`config.mk`:
```
export PLATFORM = sky130hd
export DESIGN_NAME = selective_repeat_arq_controller
export DESIGN_NICKNAME = d
export VERILOG_FILES = /design/src/rtl/srarq_pkg.sv /design/src/rtl/srarq_ctrl.sv /design/src/rtl/srarq_dp.sv /design/src/rtl/selective_repeat_arq_controller.sv
export SDC_FILE = /design/constraint.sdc
export NUM_CORES = 2
export LEC_CHECK = 0
export BUFFER_PORTS_ARGS = -buffer_cell sky130_fd_sc_hd__buf_2
export CAP_MARGIN = 5
export CORE_MARGIN = 4
export CORE_UTILIZATION = 45
export CTS_CLUSTER_DIAMETER = 40
export DETAILED_ROUTE_END_ITERATION = 16
export GPL_ROUTABILITY_DRIVEN = 0
export SYNTH_ARGS = -nofsm -noshare
export SYNTH_HDL_FRONTEND = slang
export SYNTH_SLANG_ARGS = --single-unit
```
`constraint.sdc`:
```
create_clock -name clk -period 17.2 [get_ports clk]
set_input_delay 0 -clock clk [delete_from_list [all_inputs] [get_ports clk]]
set_output_delay 0 -clock clk [all_outputs]
set_load 0.01 [all_outputs]
```
`src/rtl/srarq_pkg.sv`:
```
// ----------------------------------------------------------------------------
// srarq_pkg
// Shared types, codes and sequence helpers for the selective-repeat ARQ
// controller.
// ----------------------------------------------------------------------------
`default_nettype none

package srarq_pkg;

    // Sequence space and window.
    localparam int SEQ_W     = 7;
    localparam int SLOT_W    = 6;
    localparam int NR_SLOTS  = 64;
    localparam int DUR_W     = 16;
    localparam int MASK_W    = 64;
    localparam int CFG_IDX_W = 2;
    localparam int IN_DATA_W  = 88;
    localparam int IN_USER_W  = 5;
    localparam int OUT_DATA_W = 112;
    localparam int OUT_USER_W = 4;

    // Reset values of the configuration registers.
    localparam logic [DUR_W-1:0] DATA_TIMEOUT_RST = 16'd8000;
    localparam logic [DUR_W-1:0] ACK_DELAY_RST    = 16'd260;
    localparam logic [DUR_W-1:0] BACKOFF_RST      = 16'd100;

    // Configuration register indexes.
    localparam logic [CFG_IDX_W-1:0] CFG_DATA_TIMEOUT = 2'd0;
    localparam logic [CFG_IDX_W-1:0] CFG_ACK_DELAY    = 2'd1;
    localparam logic [CFG_IDX_W-1:0] CFG_BACKOFF      = 2'd2;

    // Event codes.
    localparam logic [2:0] FN_NET_READY = 3'd0;
    localparam logic [2:0] FN_PHY_READY = 3'd1;
    localparam logic [2:0] FN_FRAME_RX  = 3'd2;
    localparam logic [2:0] FN_DATA_TO   = 3'd3;
    localparam logic [2:0] FN_ACK_TO    = 3'd4;

    // Received frame kinds.
    localparam logic [1:0] KIND_DATA = 2'd0;
    localparam logic [1:0] KIND_ACK  = 2'd1;
    localparam logic [1:0] KIND_NAK  = 2'd2;
    localparam logic [1:0] KIND_HACK = 2'd3;

    // Action codes of a result.
    localparam logic [3:0] ACT_SEND_DATA = 4'd0;
    localparam logic [3:0] ACT_SEND_ACK  = 4'd1;
    localparam logic [3:0] ACT_SEND_NAK  = 4'd2;
    localparam logic [3:0] ACT_START_DT  = 4'd3;
    localparam logic [3:0] ACT_STOP_DT   = 4'd4;
    localparam logic [3:0] ACT_START_AT  = 4'd5;
    localparam logic [3:0] ACT_STOP_AT   = 4'd6;
    localparam logic [3:0] ACT_DELIVER   = 4'd7;
    localparam logic [3:0] ACT_STATUS    = 4'd8;

    // Result forms the datapath can build.
    typedef enum logic [3:0] {
        RES_SEND_DATA,
        RES_START_DT,
        RES_BACKOFF_DT,
        RES_NAK,
        RES_STOP_ACK,
        RES_START_ACK,
        RES_DELIVER,
        RES_HMASK,
        RES_STOP_DT,
        RES_SEND_ACK,
        RES_STATUS
    } res_t;

    typedef enum logic [4:0] {
        S_IDLE,
        S_DECODE,
        S_SEND,
        S_START_DT,
        S_NAK,
        S_STOP_ACK,
        S_START_ACK,
        S_TD_CHK,
        S_TD_ROT,
        S_TD_RUN,
        S_TD_CLR,
        S_DELIVER,
        S_HMASK,
        S_ACKCALC,
        S_ACKUPD,
        S_STOPDT,
        S_BACKOFF,
        S_SACK,
        S_STATUS
    } state_t;

    typedef struct packed {
        logic load;
        logic emit_en;
        res_t res;
        logic set_phy;
        logic arrive_set;
        logic rot_en;
        logic run_en;
        logic clr_en;
        logic ack_calc;
        logic ack_upd;
    } cmd_t;

    typedef struct packed {
        logic       out_free;
        logic [2:0] func;
        logic [1:0] kind;
        logic       ok;
        logic       can_send;
        logic       miss_in;
        logic       retx_ok;
        logic       nak_cond;
        logic       td_drop;
        logic       hmask_nz;
        logic       cnt_nz;
    } stat_t;

    // True when b lies in the circular range [a, c).
    function automatic logic in_window(input logic [SEQ_W-1:0] a,
                                       input logic [SEQ_W-1:0] b,
                                       input logic [SEQ_W-1:0] c);
        return ((a <= b) && (b < c)) || ((c < a) && (a <= b)) || ((b < c) && (c < a));
    endfunction

endpackage

`default_nettype wire

```
`src/rtl/srarq_ctrl.sv`:
```
// ----------------------------------------------------------------------------
// srarq_ctrl
// Sequencer that walks one event through its result and update steps.
// ----------------------------------------------------------------------------
`default_nettype none

module srarq_ctrl
    import srarq_pkg::*;
(
    input  wire logic  clk,
    input  wire logic  rst_n,
    input  wire logic  in_valid,
    output logic       in_ready,
    input  wire stat_t stat,
    output cmd_t       cmd
);

    state_t state_reg, state_next;
    state_t ret_reg, ret_next;

    // State and return-point registers.
    always_ff @(posedge clk or negedge rst_n)
    begin
        if (!rst_n)
        begin
            state_reg <= S_IDLE;
            ret_reg   <= S_STATUS;
        end
        else
        begin
            state_reg <= state_next;
            ret_reg   <= ret_next;
        end
    end

    // Next state and commands.
    always_comb
    begin
        state_next = state_reg;
        ret_next   = ret_reg;
        in_ready   = 1'b0;
        cmd        = '0;
        cmd.res    = RES_STATUS;
        case (state_reg)
            S_IDLE:
            begin
                in_ready = 1'b1;
                if (in_valid)
                begin
                    cmd.load   = 1'b1;
                    state_next = S_DECODE;
                end
            end
            S_DECODE:
            begin
                ret_next   = S_STATUS;
                state_next = S_STATUS;
                case (stat.func)
                    FN_NET_READY: state_next = stat.can_send ? S_SEND : S_STATUS;
                    FN_PHY_READY: cmd.set_phy = 1'b1;
                    FN_FRAME_RX:
                    begin
                        if (!stat.ok)
                            state_next = S_NAK;
                        else
                        begin
                            case (stat.kind)
                                KIND_NAK:  state_next = stat.miss_in ? S_SEND : S_STATUS;
                                KIND_DATA:
                                begin
                                    ret_next   = S_TD_CHK;
                                    state_next = stat.nak_cond ? S_NAK : S_START_ACK;
                                end
                                KIND_HACK: state_next = stat.hmask_nz ? S_HMASK : S_ACKCALC;
                                default:   state_next = S_ACKCALC;
                            endcase
                        end
                    end
                    FN_DATA_TO: state_next = stat.retx_ok ? S_SEND : S_BACKOFF;
                    FN_ACK_TO:  state_next = S_SACK;
                    default:    state_next = S_STATUS;
                endcase
            end
            S_SEND:
            begin
                if (stat.out_free)
                begin
                    cmd.emit_en = 1'b1;
                    cmd.res     = RES_SEND_DATA;
                    state_next  = S_START_DT;
                end
            end
            S_START_DT:
            begin
                if (stat.out_free)
                begin
                    cmd.emit_en = 1'b1;
                    cmd.res     = RES_START_DT;
                    ret_next    = S_STATUS;
                    state_next  = S_STOP_ACK;
                end
            end
            S_NAK:
            begin
                if (stat.out_free)
                begin
                    cmd.emit_en = 1'b1;
                    cmd.res     = RES_NAK;
                    state_next  = S_STOP_ACK;
                end
            end
            S_STOP_ACK:
            begin
                if (stat.out_free)
                begin
                    cmd.emit_en = 1'b1;
                    cmd.res     = RES_STOP_ACK;
                    state_next  = ret_reg;
                end
            end
            S_START_ACK:
            begin
                if (stat.out_free)
                begin
                    cmd.emit_en = 1'b1;
                    cmd.res     = RES_START_ACK;
                    state_next  = ret_reg;
                end
            end
            S_TD_CHK:
            begin
                if (stat.td_drop)
                begin
                    ret_next   = S_ACKCALC;
                    state_next = S_START_ACK;
                end
                else
                begin
                    cmd.arrive_set = 1'b1;
                    state_next     = S_TD_ROT;
                end
            end
            S_TD_ROT:
            begin
                cmd.rot_en = 1'b1;
                state_next = S_TD_RUN;
            end
            S_TD_RUN:
            begin
                cmd.run_en = 1'b1;
                state_next = S_TD_CLR;
            end
            S_TD_CLR:
            begin
                cmd.clr_en = 1'b1;
                state_next = stat.cnt_nz ? S_DELIVER : S_ACKCALC;
            end
            S_DELIVER:
            begin
                if (stat.out_free)
                begin
                    cmd.emit_en = 1'b1;
                    cmd.res     = RES_DELIVER;
                    ret_next    = S_ACKCALC;
                    state_next  = S_START_ACK;
                end
            end
            S_HMASK:
            begin
                if (stat.out_free)
                begin
                    cmd.emit_en = 1'b1;
                    cmd.res     = RES_HMASK;
                    state_next  = S_ACKCALC;
                end
            end
            S_ACKCALC:
            begin
                cmd.ack_calc = 1'b1;
                state_next   = S_ACKUPD;
            end
            S_ACKUPD:
            begin
                cmd.ack_upd = 1'b1;
                state_next  = stat.cnt_nz ? S_STOPDT : S_STATUS;
            end
            S_STOPDT:
            begin
                if (stat.out_free)
                begin
                    cmd.emit_en = 1'b1;
                    cmd.res     = RES_STOP_DT;
                    state_next  = S_STATUS;
                end
            end
            S_BACKOFF:
            begin
                if (stat.out_free)
                begin
                    cmd.emit_en = 1'b1;
                    cmd.res     = RES_BACKOFF_DT;
                    state_next  = S_STATUS;
                end
            end
            S_SACK:
            begin
                if (stat.out_free)
                begin
                    cmd.emit_en = 1'b1;
                    cmd.res     = RES_SEND_ACK;
                    state_next  = S_STOP_ACK;
                end
            end
            S_STATUS:
            begin
                if (stat.out_free)
                begin
                    cmd.emit_en = 1'b1;
                    cmd.res     = RES_STATUS;
                    state_next  = S_IDLE;
                end
            end
            default: state_next = S_IDLE;
        endcase
    end

endmodule

`default_nettype wire

```
`src/rtl/srarq_dp.sv`:
```
// ----------------------------------------------------------------------------
// srarq_dp
// Link state, window bit vectors, run and ack arithmetic, and the result
// output register.
// ----------------------------------------------------------------------------
`default_nettype none

module srarq_dp
    import srarq_pkg::*;
(
    input  wire logic                 clk,
    input  wire logic                 rst_n,
    input  wire logic                 cfg_we,
    input  wire logic [CFG_IDX_W-1:0] cfg_addr,
    input  wire logic [DUR_W-1:0]     cfg_data,
    input  wire logic [2:0]           func,
    input  wire logic [1:0]           frame_kind,
    input  wire logic                 frame_ok,
    input  wire logic [SEQ_W-1:0]     frame_seq,
    input  wire logic [SEQ_W-1:0]     peer_ack,
    input  wire logic [MASK_W-1:0]    half_ack_mask,
    input  wire logic [SLOT_W-1:0]    timer_slot,
    input  wire cmd_t                 cmd,
    output stat_t                     stat,
    input  wire logic                 out_ready,
    output logic                      out_valid,
    output logic [3:0]                action,
    output logic [SEQ_W-1:0]          seq_num,
    output logic [SEQ_W-1:0]          ack_num,
    output logic                      new_packet,
    output logic [SLOT_W-1:0]         slot_index,
    output logic [DUR_W-1:0]          duration,
    output logic [MASK_W-1:0]         slot_mask,
    output logic [SEQ_W-1:0]          run_count,
    output logic                      net_enable,
    output logic                      last
);

    logic [DUR_W-1:0]  dto_reg, ackd_reg, boff_reg;
    logic [2:0]        func_reg;
    logic [1:0]        kind_reg;
    logic              ok_reg;
    logic [SEQ_W-1:0]  fseq_reg, fack_reg;
    logic [MASK_W-1:0] hmask_reg;
    logic [SLOT_W-1:0] tslot_reg;
    logic [SEQ_W-1:0]  nts_reg, old_reg, exp_reg, wend_reg, outs_reg, rseq_reg;
    logic              phy_reg, ridle_reg;
    logic [MASK_W-1:0] arr_reg, nak_reg;
    logic [SEQ_W-1:0]  sseq_reg, cnt_reg, first_reg;
    logic [SLOT_W-1:0] base_reg;
    logic [MASK_W-1:0] rot_reg, mask_reg;
    logic              ov_reg;
    logic [3:0]        act_reg;
    logic [SEQ_W-1:0]  oseq_reg, oack_reg, orun_reg;
    logic              onew_reg, onet_reg, olast_reg;
    logic [SLOT_W-1:0] oslot_reg;
    logic [DUR_W-1:0]  odur_reg;
    logic [MASK_W-1:0] omask_reg;

    logic [SEQ_W-1:0]    miss_seq, target, send_seq, nak_src, ack_span;
    logic                can_send;
    logic [SEQ_W-1:0]    lead_ones;
    logic [MASK_W-1:0]   thermo, gen_mask;
    logic [2*MASK_W-1:0] gen_dbl, rot_dbl;
    logic [3:0]          r_act;
    logic [SEQ_W-1:0]    r_seq, r_ack, r_run;
    logic                r_new, r_net, r_last;
    logic [SLOT_W-1:0]   r_slot;
    logic [DUR_W-1:0]    r_dur;
    logic [MASK_W-1:0]   r_mask;

    // Sequence numbers that the event works on.
    always_comb
    begin
        miss_seq = fack_reg + 7'd1;
        target   = in_window(old_reg, {1'b0, tslot_reg}, nts_reg) ?
                   {1'b0, tslot_reg} : {1'b1, tslot_reg};
        case (func_reg)
            FN_NET_READY: send_seq = nts_reg;
            FN_FRAME_RX:  send_seq = miss_seq;
            default:      send_seq = target;
        endcase
        nak_src  = (!ok_reg) ? fseq_reg : exp_reg;
        can_send = (outs_reg < SEQ_W'(NR_SLOTS));
        ack_span = in_window(old_reg, fack_reg, nts_reg) ? (fack_reg - old_reg + 7'd1) : 7'd0;
    end

    // Count of consecutive arrived slots from the expected one.
    always_comb
    begin
        lead_ones = SEQ_W'(NR_SLOTS);
        for (int i = MASK_W - 1; i >= 0; i--)
        begin
            if (!rot_reg[i])
                lead_ones = SEQ_W'(i);
        end
    end

    // Slot mask of cnt_reg slots starting at base_reg, wrapping around.
    always_comb
    begin
        thermo   = cnt_reg[SEQ_W-1] ? {MASK_W{1'b1}} :
                   ((64'd1 << cnt_reg[SLOT_W-1:0]) - 64'd1);
        gen_dbl  = {thermo, thermo} << base_reg;
        gen_mask = gen_dbl[2*MASK_W-1:MASK_W];
        rot_dbl  = {arr_reg, arr_reg} >> exp_reg[SLOT_W-1:0];
    end

    // Status toward the sequencer.
    always_comb
    begin
        stat.out_free = !ov_reg || out_ready;
        stat.func     = func_reg;
        stat.kind     = kind_reg;
        stat.ok       = ok_reg;
        stat.can_send = can_send;
        stat.miss_in  = in_window(old_reg, miss_seq, nts_reg);
        stat.retx_ok  = ridle_reg || in_window(old_reg, target, rseq_reg + 7'd1);
        stat.nak_cond = (fseq_reg != exp_reg) && nak_reg[exp_reg[SLOT_W-1:0]];
        stat.td_drop  = !in_window(exp_reg, fseq_reg, wend_reg) ||
                        arr_reg[fseq_reg[SLOT_W-1:0]];
        stat.hmask_nz = (hmask_reg != '0);
        stat.cnt_nz   = (cnt_reg != '0);
    end

    // Result builder.
    always_comb
    begin
        r_act  = ACT_STATUS;
        r_seq  = '0;
        r_ack  = '0;
        r_new  = 1'b0;
        r_slot = '0;
        r_dur  = '0;
        r_mask = '0;
        r_run  = '0;
        r_net  = 1'b0;
        r_last = 1'b0;
        case (cmd.res)
            RES_SEND_DATA:
            begin
                r_act = ACT_SEND_DATA;
                r_seq = send_seq;
                r_ack = exp_reg - 7'd1;
                r_new = (func_reg == FN_NET_READY);
            end
            RES_START_DT:
            begin
                r_act  = ACT_START_DT;
                r_slot = sseq_reg[SLOT_W-1:0];
                r_dur  = dto_reg;
            end
            RES_BACKOFF_DT:
            begin
                r_act  = ACT_START_DT;
                r_slot = tslot_reg;
                r_dur  = boff_reg;
            end
            RES_NAK:
            begin
                r_act = ACT_SEND_NAK;
                r_ack = nak_src - 7'd1;
            end
            RES_STOP_ACK:  r_act = ACT_STOP_AT;
            RES_START_ACK:
            begin
                r_act = ACT_START_AT;
                r_dur = ackd_reg;
            end
            RES_DELIVER:
            begin
                r_act = ACT_DELIVER;
                r_seq = first_reg;
                r_run = cnt_reg;
            end
            RES_HMASK:
            begin
                r_act  = ACT_STOP_DT;
                r_mask = hmask_reg;
            end
            RES_STOP_DT:
            begin
                r_act  = ACT_STOP_DT;
                r_mask = mask_reg;
            end
            RES_SEND_ACK:
            begin
                r_act = ACT_SEND_ACK;
                r_seq = nts_reg;
                r_ack = exp_reg - 7'd1;
            end
            default:
            begin
                r_act  = ACT_STATUS;
                r_net  = can_send && phy_reg;
                r_last = 1'b1;
            end
        endcase
    end

    // Configuration registers.
    always_ff @(posedge clk or negedge rst_n)
    begin
        if (!rst_n)
        begin
            dto_reg  <= DATA_TIMEOUT_RST;
            ackd_reg <= ACK_DELAY_RST;
            boff_reg <= BACKOFF_RST;
        end
        else if (cfg_we)
        begin
            case (cfg_addr)
                CFG_DATA_TIMEOUT: dto_reg  <= cfg_data;
                CFG_ACK_DELAY:    ackd_reg <= cfg_data;
                CFG_BACKOFF:      boff_reg <= cfg_data;
                default:          ;
            endcase
        end
    end

    // Event capture and work registers.
    always_ff @(posedge clk)
    begin
        if (cmd.load)
        begin
            func_reg  <= func;
            kind_reg  <= frame_kind;
            ok_reg    <= frame_ok;
            fseq_reg  <= frame_seq;
            fack_reg  <= peer_ack;
            hmask_reg <= half_ack_mask;
            tslot_reg <= timer_slot;
        end
        if (cmd.emit_en && (cmd.res == RES_SEND_DATA))
            sseq_reg <= send_seq;
        if (cmd.rot_en)
            rot_reg <= rot_dbl[MASK_W-1:0];
        if (cmd.run_en)
        begin
            cnt_reg   <= lead_ones;
            base_reg  <= exp_reg[SLOT_W-1:0];
            first_reg <= exp_reg;
        end
        if (cmd.ack_calc)
        begin
            cnt_reg  <= ack_span;
            base_reg <= old_reg[SLOT_W-1:0];
        end
        if (cmd.ack_upd)
            mask_reg <= gen_mask;
    end

    // Link state.
    always_ff @(posedge clk or negedge rst_n)
    begin
        if (!rst_n)
        begin
            nts_reg   <= '0;
            old_reg   <= '0;
            exp_reg   <= '0;
            wend_reg  <= SEQ_W'(NR_SLOTS);
            outs_reg  <= '0;
            phy_reg   <= 1'b0;
            ridle_reg <= 1'b1;
            rseq_reg  <= '0;
            arr_reg   <= '0;
            nak_reg   <= {MASK_W{1'b1}};
        end
        else
        begin
            if (cmd.set_phy)
                phy_reg <= 1'b1;
            if (cmd.emit_en)
            begin
                case (cmd.res)
                    RES_SEND_DATA:
                    begin
                        phy_reg <= 1'b0;
                        if (func_reg == FN_NET_READY)
                        begin
                            outs_reg <= outs_reg + 7'd1;
                            nts_reg  <= nts_reg + 7'd1;
                        end
                        if (func_reg == FN_DATA_TO)
                        begin
                            rseq_reg  <= send_seq;
                            ridle_reg <= 1'b0;
                        end
                    end
                    RES_NAK:
                    begin
                        phy_reg <= 1'b0;
                        nak_reg[nak_src[SLOT_W-1:0]] <= 1'b0;
                    end
                    RES_SEND_ACK: phy_reg <= 1'b0;
                    default:      ;
                endcase
            end
            if (cmd.arrive_set)
                arr_reg[fseq_reg[SLOT_W-1:0]] <= 1'b1;
            if (cmd.clr_en)
            begin
                arr_reg  <= arr_reg & ~gen_mask;
                nak_reg  <= nak_reg | gen_mask;
                exp_reg  <= exp_reg + cnt_reg;
                wend_reg <= wend_reg + cnt_reg;
            end
            // Retire acknowledged frames up to and including peer_ack.
            if (cmd.ack_upd && (cnt_reg != '0))
            begin
                old_reg  <= fack_reg + 7'd1;
                outs_reg <= (outs_reg > cnt_reg) ? (outs_reg - cnt_reg) : 7'd0;
                if (!ridle_reg && ((rseq_reg - old_reg) < cnt_reg))
                    ridle_reg <= 1'b1;
            end
        end
    end

    // Output register.
    always_ff @(posedge clk or negedge rst_n)
    begin
        if (!rst_n)
            ov_reg <= 1'b0;
        else if (cmd.emit_en)
            ov_reg <= 1'b1;
        else if (out_ready)
            ov_reg <= 1'b0;
    end

    always_ff @(posedge clk)
    begin
        if (cmd.emit_en)
        begin
            act_reg   <= r_act;
            oseq_reg  <= r_seq;
            oack_reg  <= r_ack;
            onew_reg  <= r_new;
            oslot_reg <= r_slot;
            odur_reg  <= r_dur;
            omask_reg <= r_mask;
            orun_reg  <= r_run;
            onet_reg  <= r_net;
            olast_reg <= r_last;
        end
    end

    assign out_valid  = ov_reg;
    assign action     = act_reg;
    assign seq_num    = oseq_reg;
    assign ack_num    = oack_reg;
    assign new_packet = onew_reg;
    assign slot_index = oslot_reg;
    assign duration   = odur_reg;
    assign slot_mask  = omask_reg;
    assign run_count  = orun_reg;
    assign net_enable = onet_reg;
    assign last       = olast_reg;

endmodule

`default_nettype wire

```
`src/rtl/selective_repeat_arq_controller.sv`:
```
// ----------------------------------------------------------------------------
// selective_repeat_arq_controller
// Control side of a selective-repeat ARQ link: takes link events and emits
// the ordered send, timer, delivery and status actions they cause.
// ----------------------------------------------------------------------------
//  Channel   Direction  Signals                       Carries
//  s_axis    in         tvalid tready tdata tuser     one link event
//  m_axis    out        tvalid tready tdata tuser     one action, tlast on status
//                       tlast
//  cfg       in         cfg_we cfg_addr cfg_data      timer durations
//
// An event is captured, then decoded, then sends each result through the
// single output register; it may also check, find and retire an in-order
// run, and retire acknowledged frames.
// A stalled m_axis holds the sequencer in its current result step.
// s_axis_tready is high only while the sequencer is idle.
// Reset is asynchronous and active low; no clearing pass is needed.
`default_nettype none

module selective_repeat_arq_controller
    import srarq_pkg::*;
(
    input  wire logic                  clk,
    input  wire logic                  rst_n,
    input  wire logic                  s_axis_tvalid,
    output logic                       s_axis_tready,
    // frame_ok, frame_seq, peer_ack, half_ack_mask, timer_slot, zero pad
    input  wire logic [IN_DATA_W-1:0]  s_axis_tdata,
    // func, frame_kind
    input  wire logic [IN_USER_W-1:0]  s_axis_tuser,
    output logic                       m_axis_tvalid,
    input  wire logic                  m_axis_tready,
    // seq_num, ack_num, new_packet, slot_index, duration, slot_mask,
    // run_count, net_enable, zero pad
    output logic [OUT_DATA_W-1:0]      m_axis_tdata,
    // action
    output logic [OUT_USER_W-1:0]      m_axis_tuser,
    output logic                       m_axis_tlast,
    input  wire logic                  cfg_we,
    input  wire logic [CFG_IDX_W-1:0]  cfg_addr,
    input  wire logic [DUR_W-1:0]      cfg_data
);

    cmd_t              cmd;
    stat_t             stat;
    logic [SEQ_W-1:0]  seq_num, ack_num, run_count;
    logic              new_packet, net_enable;
    logic [SLOT_W-1:0] slot_index;
    logic [DUR_W-1:0]  duration;
    logic [MASK_W-1:0] slot_mask;

    srarq_ctrl u_ctrl (
        .clk      (clk),
        .rst_n    (rst_n),
        .in_valid (s_axis_tvalid),
        .in_ready (s_axis_tready),
        .stat     (stat),
        .cmd      (cmd)
    );

    srarq_dp u_dp (
        .clk           (clk),
        .rst_n         (rst_n),
        .cfg_we        (cfg_we),
        .cfg_addr      (cfg_addr),
        .cfg_data      (cfg_data),
        .func          (s_axis_tuser[2:0]),
        .frame_kind    (s_axis_tuser[4:3]),
        .frame_ok      (s_axis_tdata[0]),
        .frame_seq     (s_axis_tdata[7:1]),
        .peer_ack      (s_axis_tdata[14:8]),
        .half_ack_mask (s_axis_tdata[78:15]),
        .timer_slot    (s_axis_tdata[84:79]),
        .cmd           (cmd),
        .stat          (stat),
        .out_ready     (m_axis_tready),
        .out_valid     (m_axis_tvalid),
        .action        (m_axis_tuser),
        .seq_num       (seq_num),
        .ack_num       (ack_num),
        .new_packet    (new_packet),
        .slot_index    (slot_index),
        .duration      (duration),
        .slot_mask     (slot_mask),
        .run_count     (run_count),
        .net_enable    (net_enable),
        .last          (m_axis_tlast)
    );

    // Pack the result fields, lowest first.
    assign m_axis_tdata = {3'b000, net_enable, run_count, slot_mask, duration,
                           slot_index, new_packet, ack_num, seq_num};

endmodule

`default_nettype wire

```
== Word-level counts from Yosys, hierarchy flattened ==
Cells that the tools add are included.
W data, S select, Z words.
Operators by class
  $add $sub $neg: 13
  $mul: 0
  div/mod/pow operators: 0
  order comparisons: 21
  eq/ne operators: 46
  shifts and indexed selects: 3
  multiplexer cells: 157
  bitwise logic cells: 6
  reduce and logical (&&, ||, !) cells: 71
Operator list (number)
  $mux W7: 74
  $mux W64: 6
  $mux W5: 28
  $and A64 B64 Y64: 2
  $not A64 Y64: 2
  $or A64 B64 Y64: 2
  $pmux W64 S2: 1
  $shl A128 B6 Y128: 1
  $shr A128 B6 Y64: 1
  $pmux W5 S15: 1
  $reduce_bool A64 Y1: 1
  $shl A1 B6 Y64 const A: 1
  $sub A64 B1 Y64 const B: 1
  $lt A7 B7 Y1: 8
  $pmux W5 S11: 1
  $pmux W16 S3: 1
  $eq A5 B4 Y1 const B: 8
  $pmux W5 S4: 2
  $add A7 B1 Y7 const B: 5
  $pmux W4 S8: 1
  $le A7 B7 Y1: 4
  $mux W1: 28
  $pmux W7 S2: 2
  $logic_and A1 B1 Y1: 22
  other kinds (50): 114
Storage, ports and cells
  bits in registers: 589
  bits in latches: 0
  memory bits (writable): 0
  bits in read-only memories: 0
  input port bits: 116
  output and inout bits: 119
  memories: 0

== Longest topological paths before layout ==
  depth after elaboration: 66
  gate-level depth with buffers: 18
  gate-level depth less buffers: 16

== Cells and area by module ==
From an unflattened synthesis, not the netlist that was laid out.
Unflattened totals
  cells, all modules: 4148
  area total of the unflattened synthesis: 41247.1 um^2
Modules (own cells, without submodules)
  srarq_dp: instances 1, cells an instance 3968, area each 39967.1 um^2, seq. area each 16377.0 um^2
  srarq_ctrl: instances 1, cells an instance 174, area each 1238.7 um^2, seq. area each 227.7 um^2
  selective_repeat_arq_controller: instances 1, cells an instance 6, area each 41.3 um^2, seq. area each 0.0 um^2

== Worst setup path after synthesis ==
No wires, ideal clock.
  path type: reg2reg
  from: register u_ctrl.state_reg[0]
  to: register u_dp.rot_reg[0], enable pin
  setup time: 565 ps
  arrival time: 5262 ps
  data required time: 16635 ps
  setup slack: 11373 ps
  cell stages (with the launch flop): 5
  path buffers: 1
  period minus slack after synthesis: 5827 ps
  cell sequence: dfrtp_1 -> clkbuf_1 -> nor2_1 -> nand2_1 -> nor3_1
Between the ends
  cells in the longest elaborated chain, start to end: 2
Ends and longest elaborated chain
  from (decl): line srarq_ctrl.sv:18  | state_t state_reg, state_next;
  from (signal assigned): line srarq_ctrl.sv:31  | state_reg <= state_next;
  $eq A5 B4 Y1: line srarq_ctrl.sv:44  | case (state_reg)
  $mux W1: line srarq_ctrl.sv:44
  to (signal assigned): line srarq_dp.sv:237  | rot_reg <= rot_dbl[MASK_W-1:0];
  to (decl): line srarq_dp.sv:51  | logic [MASK_W-1:0] rot_reg, mask_reg;
Every way passes these cells.
A chain may end at the register's enable or synchronous reset.

== Worst setup path in the final report ==
  from: register u_dp.cnt_reg[2]
  to: register u_dp.mask_reg[56] (data pin)
Between the ends
  cells in the longest elaborated chain, start to end: 4
Ends and longest elaborated chain
  from (decl): line srarq_dp.sv:49  | logic [SEQ_W-1:0] sseq_reg, cnt_reg, first_reg;
  from (signal assigned): line srarq_dp.sv:240  | cnt_reg <= lead_ones;
  from (signal assigned): line srarq_dp.sv:246  | cnt_reg <= ack_span;
  $shl A1 B6 Y64: line srarq_dp.sv:103  | ((64'd1 << cnt_reg[SLOT_W-1:0]) - 64'd1);
  $sub A64 B1 Y64: line srarq_dp.sv:103
  $mux W64: line srarq_dp.sv:102  | thermo = cnt_reg[SEQ_W-1] ? {MASK_W{1'b1}} :
  $shl A128 B6 Y128: line srarq_dp.sv:104  | gen_dbl = {thermo, thermo} << base_reg;
  net u_dp.gen_dbl[120]: line srarq_dp.sv:64  | logic [2*MASK_W-1:0] gen_dbl, rot_dbl;
  to (signal assigned): line srarq_dp.sv:250  | mask_reg <= gen_mask;
  to (decl): line srarq_dp.sv:51
The timed path passes the listed nets, and every way through them passes these cells.

==> PnR_summary.wiki <==
{| class="wikitable"
! Metric !! Value
|-
| Max Slew Vio Count || 0
|-
| Result of the run || completed
|-
| Clock buffers created by TritonCTS || 93
|-
| Internal portion of total power || approximately 4.6 mW
|-
| Hold buffers post-CTS || 131
|-
| Dominant synthesized flop cell || edfxtp_1
|-
| Worst slew pin tran || 1.43 ns
|-
| Number of global-route vias before repair || ~36,000
|-
| Share of total power in the clock network || 26.0%
|-
| Required arrival time at the worst endpoint || around 18 ns
|-
| Post-CTS sizing || 0
|-
| Startpoint class of the critical path || flop
|-
| Largest clock skew in the final design || slightly below 0.07 ns
|-
| Dpl hpwl || between 100 and 150 mm
|-
| Pwr/cell area || 161 nW/um^2
|-
| Portion of the clock cycle consumed by the worst path in the final layout || 38.9%
|-
| Area inside the core boundary || around 90,000 sq um
|-
| Post-synth top area share || 26.2%
|-
| Sequential cell fraction of total power || between 30% and 40%
|-
| Worst setup path category || reg2reg
|-
| Class of the most critical hold timing path || in2reg
|-
| Maximum fanout along the worst path || 49
|-
| Die height || just over 300 microns
|-
| Type of element capturing the critical path || flop
|-
| Final hold slack || around 0.015 ns
|-
| Share of post-route cells with drive strength above 1 || 20.1%
|-
| Iteration-0 DRC Markers || a little under 6,000
|-
| Post-synth design cell area || 41,000 sq um
|-
| Post-synthesis cell count || roughly 4,100
|-
| Num ports || about 240
|-
| Endpoint of the worst hold path || u_dp.hmask_reg[25]
|-
| R2R setup slack || approximately 11 ns
|-
| H-tree depth || 3
|-
| TritonCTS clock tree || yes
|-
| Routed wirelength normalized by instance count || between 20 and 30 microns
|-
| Die extent in x || 310 microns
|-
| Number of warnings printed during yosys synthesis || 0
|-
| Final setup violating endpoints || 0
|-
| Largest voltage drop on the vdd net || about 0.12 mV
|-
| Number of buffers between clock root and the deepest sink || 3
|-
| Crit path DAT || just over 7 ns
|-
| Area overhead of the layout relative to synthesis || 16.5%
|-
| DP Area || 43,100 sq um
|-
| Source of the worst register-to-register timing path || u_dp.cnt_reg[2]
|-
| Final count of hold timing violations || 0
|-
| Area of all placed cells without fillers || 47,800 sq um
|-
| Reported max-cap violation count || 0
|-
| Setup tns final || 0 ns
|-
| Number of synthesized register bits || 588
|-
| First-pass iteration count of the detailed router || 9
|-
| Count of input and output buffers || approximately 230
|-
| Wire length of the first global-routing pass || approximately 240 mm
|-
| Post-synth EDFFs || between 300 and 400
|-
| Cell type with the largest total area after synthesis || edfxtp_1
|-
| Total number of clock tree sinks || between 500 and 600
|-
| Capture point of the worst reg-to-reg path || u_dp.mask_reg[56]
|-
| Depth of the worst hold-timing path || 2
|-
| Post-Synthesis Mean Instance Area || 9.98 sq um
|-
| Cell row count || 110
|-
| Proportion of power drawn by combinational gates || between 40 and 50%
|-
| Remaining global-route overflow || 0
|-
| Net switching power || 3.15 mW
|-
| Highest attainable clock frequency || approximately 0.15 GHz
|-
| DRC viols || 0
|-
| Reg2reg path depth || 13
|-
| Post-route antenna net violation count || 0
|-
| Routed via count || around 38,000
|-
| Insertion delay to the later sink of the worst-skew pair || between 0.7 and 0.8 ns
|-
| Min Tclk post-route || 6.68 ns
|-
| Antenna violations before repair || 9
|-
| Setup repair after global routing missed its margin || no
|-
| Max-Slew Margin vs Limit || between 1.5 and 2%
|-
| CTS clock-pin slew for the worst setup and hold paths || 0.06 ns
|-
| Post-layout util || 52.9%
|-
| Overall routing resource usage || between 30 and 40%
|-
| Via-per-instance ratio || about 6.8
|-
| Switching part of the total power || about two fifths
|-
| Area contributors post-synth || edfxtp_1 26%, mux4_2 9.3%, dfrtp_1 9.2%
|-
| Pin count of the biggest net entering global routing || 87
|-
| FFs w/ async S/R, synth || between 30% and 40%
|-
| Effective utilization at floorplan || between 40% and 50%
|-
| Leakage power figure || ~19 nW
|-
| Root Buffer || clkbuf_16
|-
| Post-synth cell types || ~100
|-
| Share of synthesized area occupied by flip-flops and latches || 40.5%
|-
| Buffers inserted during post-CTS setup optimization || 0
|-
| Routed Wire Length || 166 mm
|-
| Net total in the final layout || around 4,600
|-
| Area of the die || 96,100 sq um
|-
| Startpoint of the lowest-slack hold path || s_axis_tdata[40]
|}
-- logic make-up after synthesis --
group	after synthesis	synth area share, %
multiplexers	338	13.6
buffers and inverters	528	5.04
AO/OA/AOI/OAI	1278	21.6
adder cells (fa/ha/maj)	131	4.08
flip-flops	588	40.5
XOR/XNOR	63	1.35
AND/OR/NAND/NOR	1182	13.8
other	1	0.00914
-- worst max-delay path: stages (launching register included) --
cell and delay (ns):
edfxtp_1 0.52, buf_4 0.57, nor4_4 0.15, nand2_1 0.36, ha_1 0.24, buf_4 0.39, a32o_1 0.93, mux2i_1 0.46
o21ai_0 0.44, o22ai_1 0.27, or2_0 0.32, mux4_2 0.48, mux2i_1 1.06, inv_1 0.12
-- layout make-up --
class / instances / area (sq um)
Antenna cell: 6 / 15.0
Tap cell: 1176 / 1470
Fill cell: 8003 / 42500
Multi-Input combinational cell: 2995 / 22500
Clock buffer: 109 / 2520
Sequential cell: 588 / 16600
Clock inverter: 66 / 841
Timing Repair Buffer: 434 / 3030
Inverter: 225 / 845
-- power groups by stage --
stage	sequential [mW]	combinational [mW]	clock, mW
floorplan	2.28	2.21	0
global placement	2.34	3.21	0
detailed placement	2.34	3.25	0
CTS	2.32	3.29	2.03
global route	2.37	3.61	2.10
finish	2.33	3.37	2.01
-- worst max-delay path by stage --
stage          depth (start not counted)                start                 to  slack [ns]
2_1_floorplan                          4  u_ctrl.state_reg[0]    u_dp.rot_reg[0]       11.37
3_3_place_gp                          13      u_dp.cnt_reg[5]  u_dp.mask_reg[56]       11.24
6_report                              13      u_dp.cnt_reg[2]  u_dp.mask_reg[56]       10.52
3_5_place_dp                          13      u_dp.cnt_reg[5]  u_dp.mask_reg[56]       11.17
4_1_cts                               13      u_dp.cnt_reg[2]  u_dp.mask_reg[56]       11.10
5_1_grt                               13      u_dp.cnt_reg[2]  u_dp.mask_reg[11]       10.61
-- metal layers --
metal,GRT usage (%),up-vias,share of wire [%]
met4,20.1,4,7.5
met5,0,-,0.019
met1,45.1,18300,39
met3,8.93,700,12
met2,49.6,2726,42
li1,-,16300,-
-- cell usage in the layout (no fill, tap or decap), types with 131 or more instances in the layout --
master         netlist  layout
a21oi_1            197     197
inv_1              217     216
buf_2               32     227
dlygate4sd3_1        0     131
o21ai_0            314     313
nand2_1            455     455
nor2_1             244     240
edfxtp_1           358     358
mux4_2             170     170
dfrtp_1            151     147
-- synth_stat cells (all sizes together) (71+ instances only) --
library cell,number
o21ai,323
clkbuf,216
mux4,170
nand2,455
buf,87
a22o,85
nor3,82
ha,121
a21oi,197
mux2,71
dfstp,79
dfrtp,151
nor2,244
inv,221
mux2i,97
nand3,90
edfxtp,358
-- metrics by stage --
| stage | cells | setup WS, ns | power [mW] |
|---|---|---|---|
| floorplan | 4111 | 11.37 | 4.48 |
| global placement | 5286 | 11.24 | 5.55 |
| detailed placement | 5286 | 11.17 | 5.59 |
| CTS | 5592 | 11.10 | 7.65 |
| global route | 5593 | 10.61 | 8.08 |
| finish | 5599 | 10.52 | 7.71 |
(Power assumes the default switching activity.)
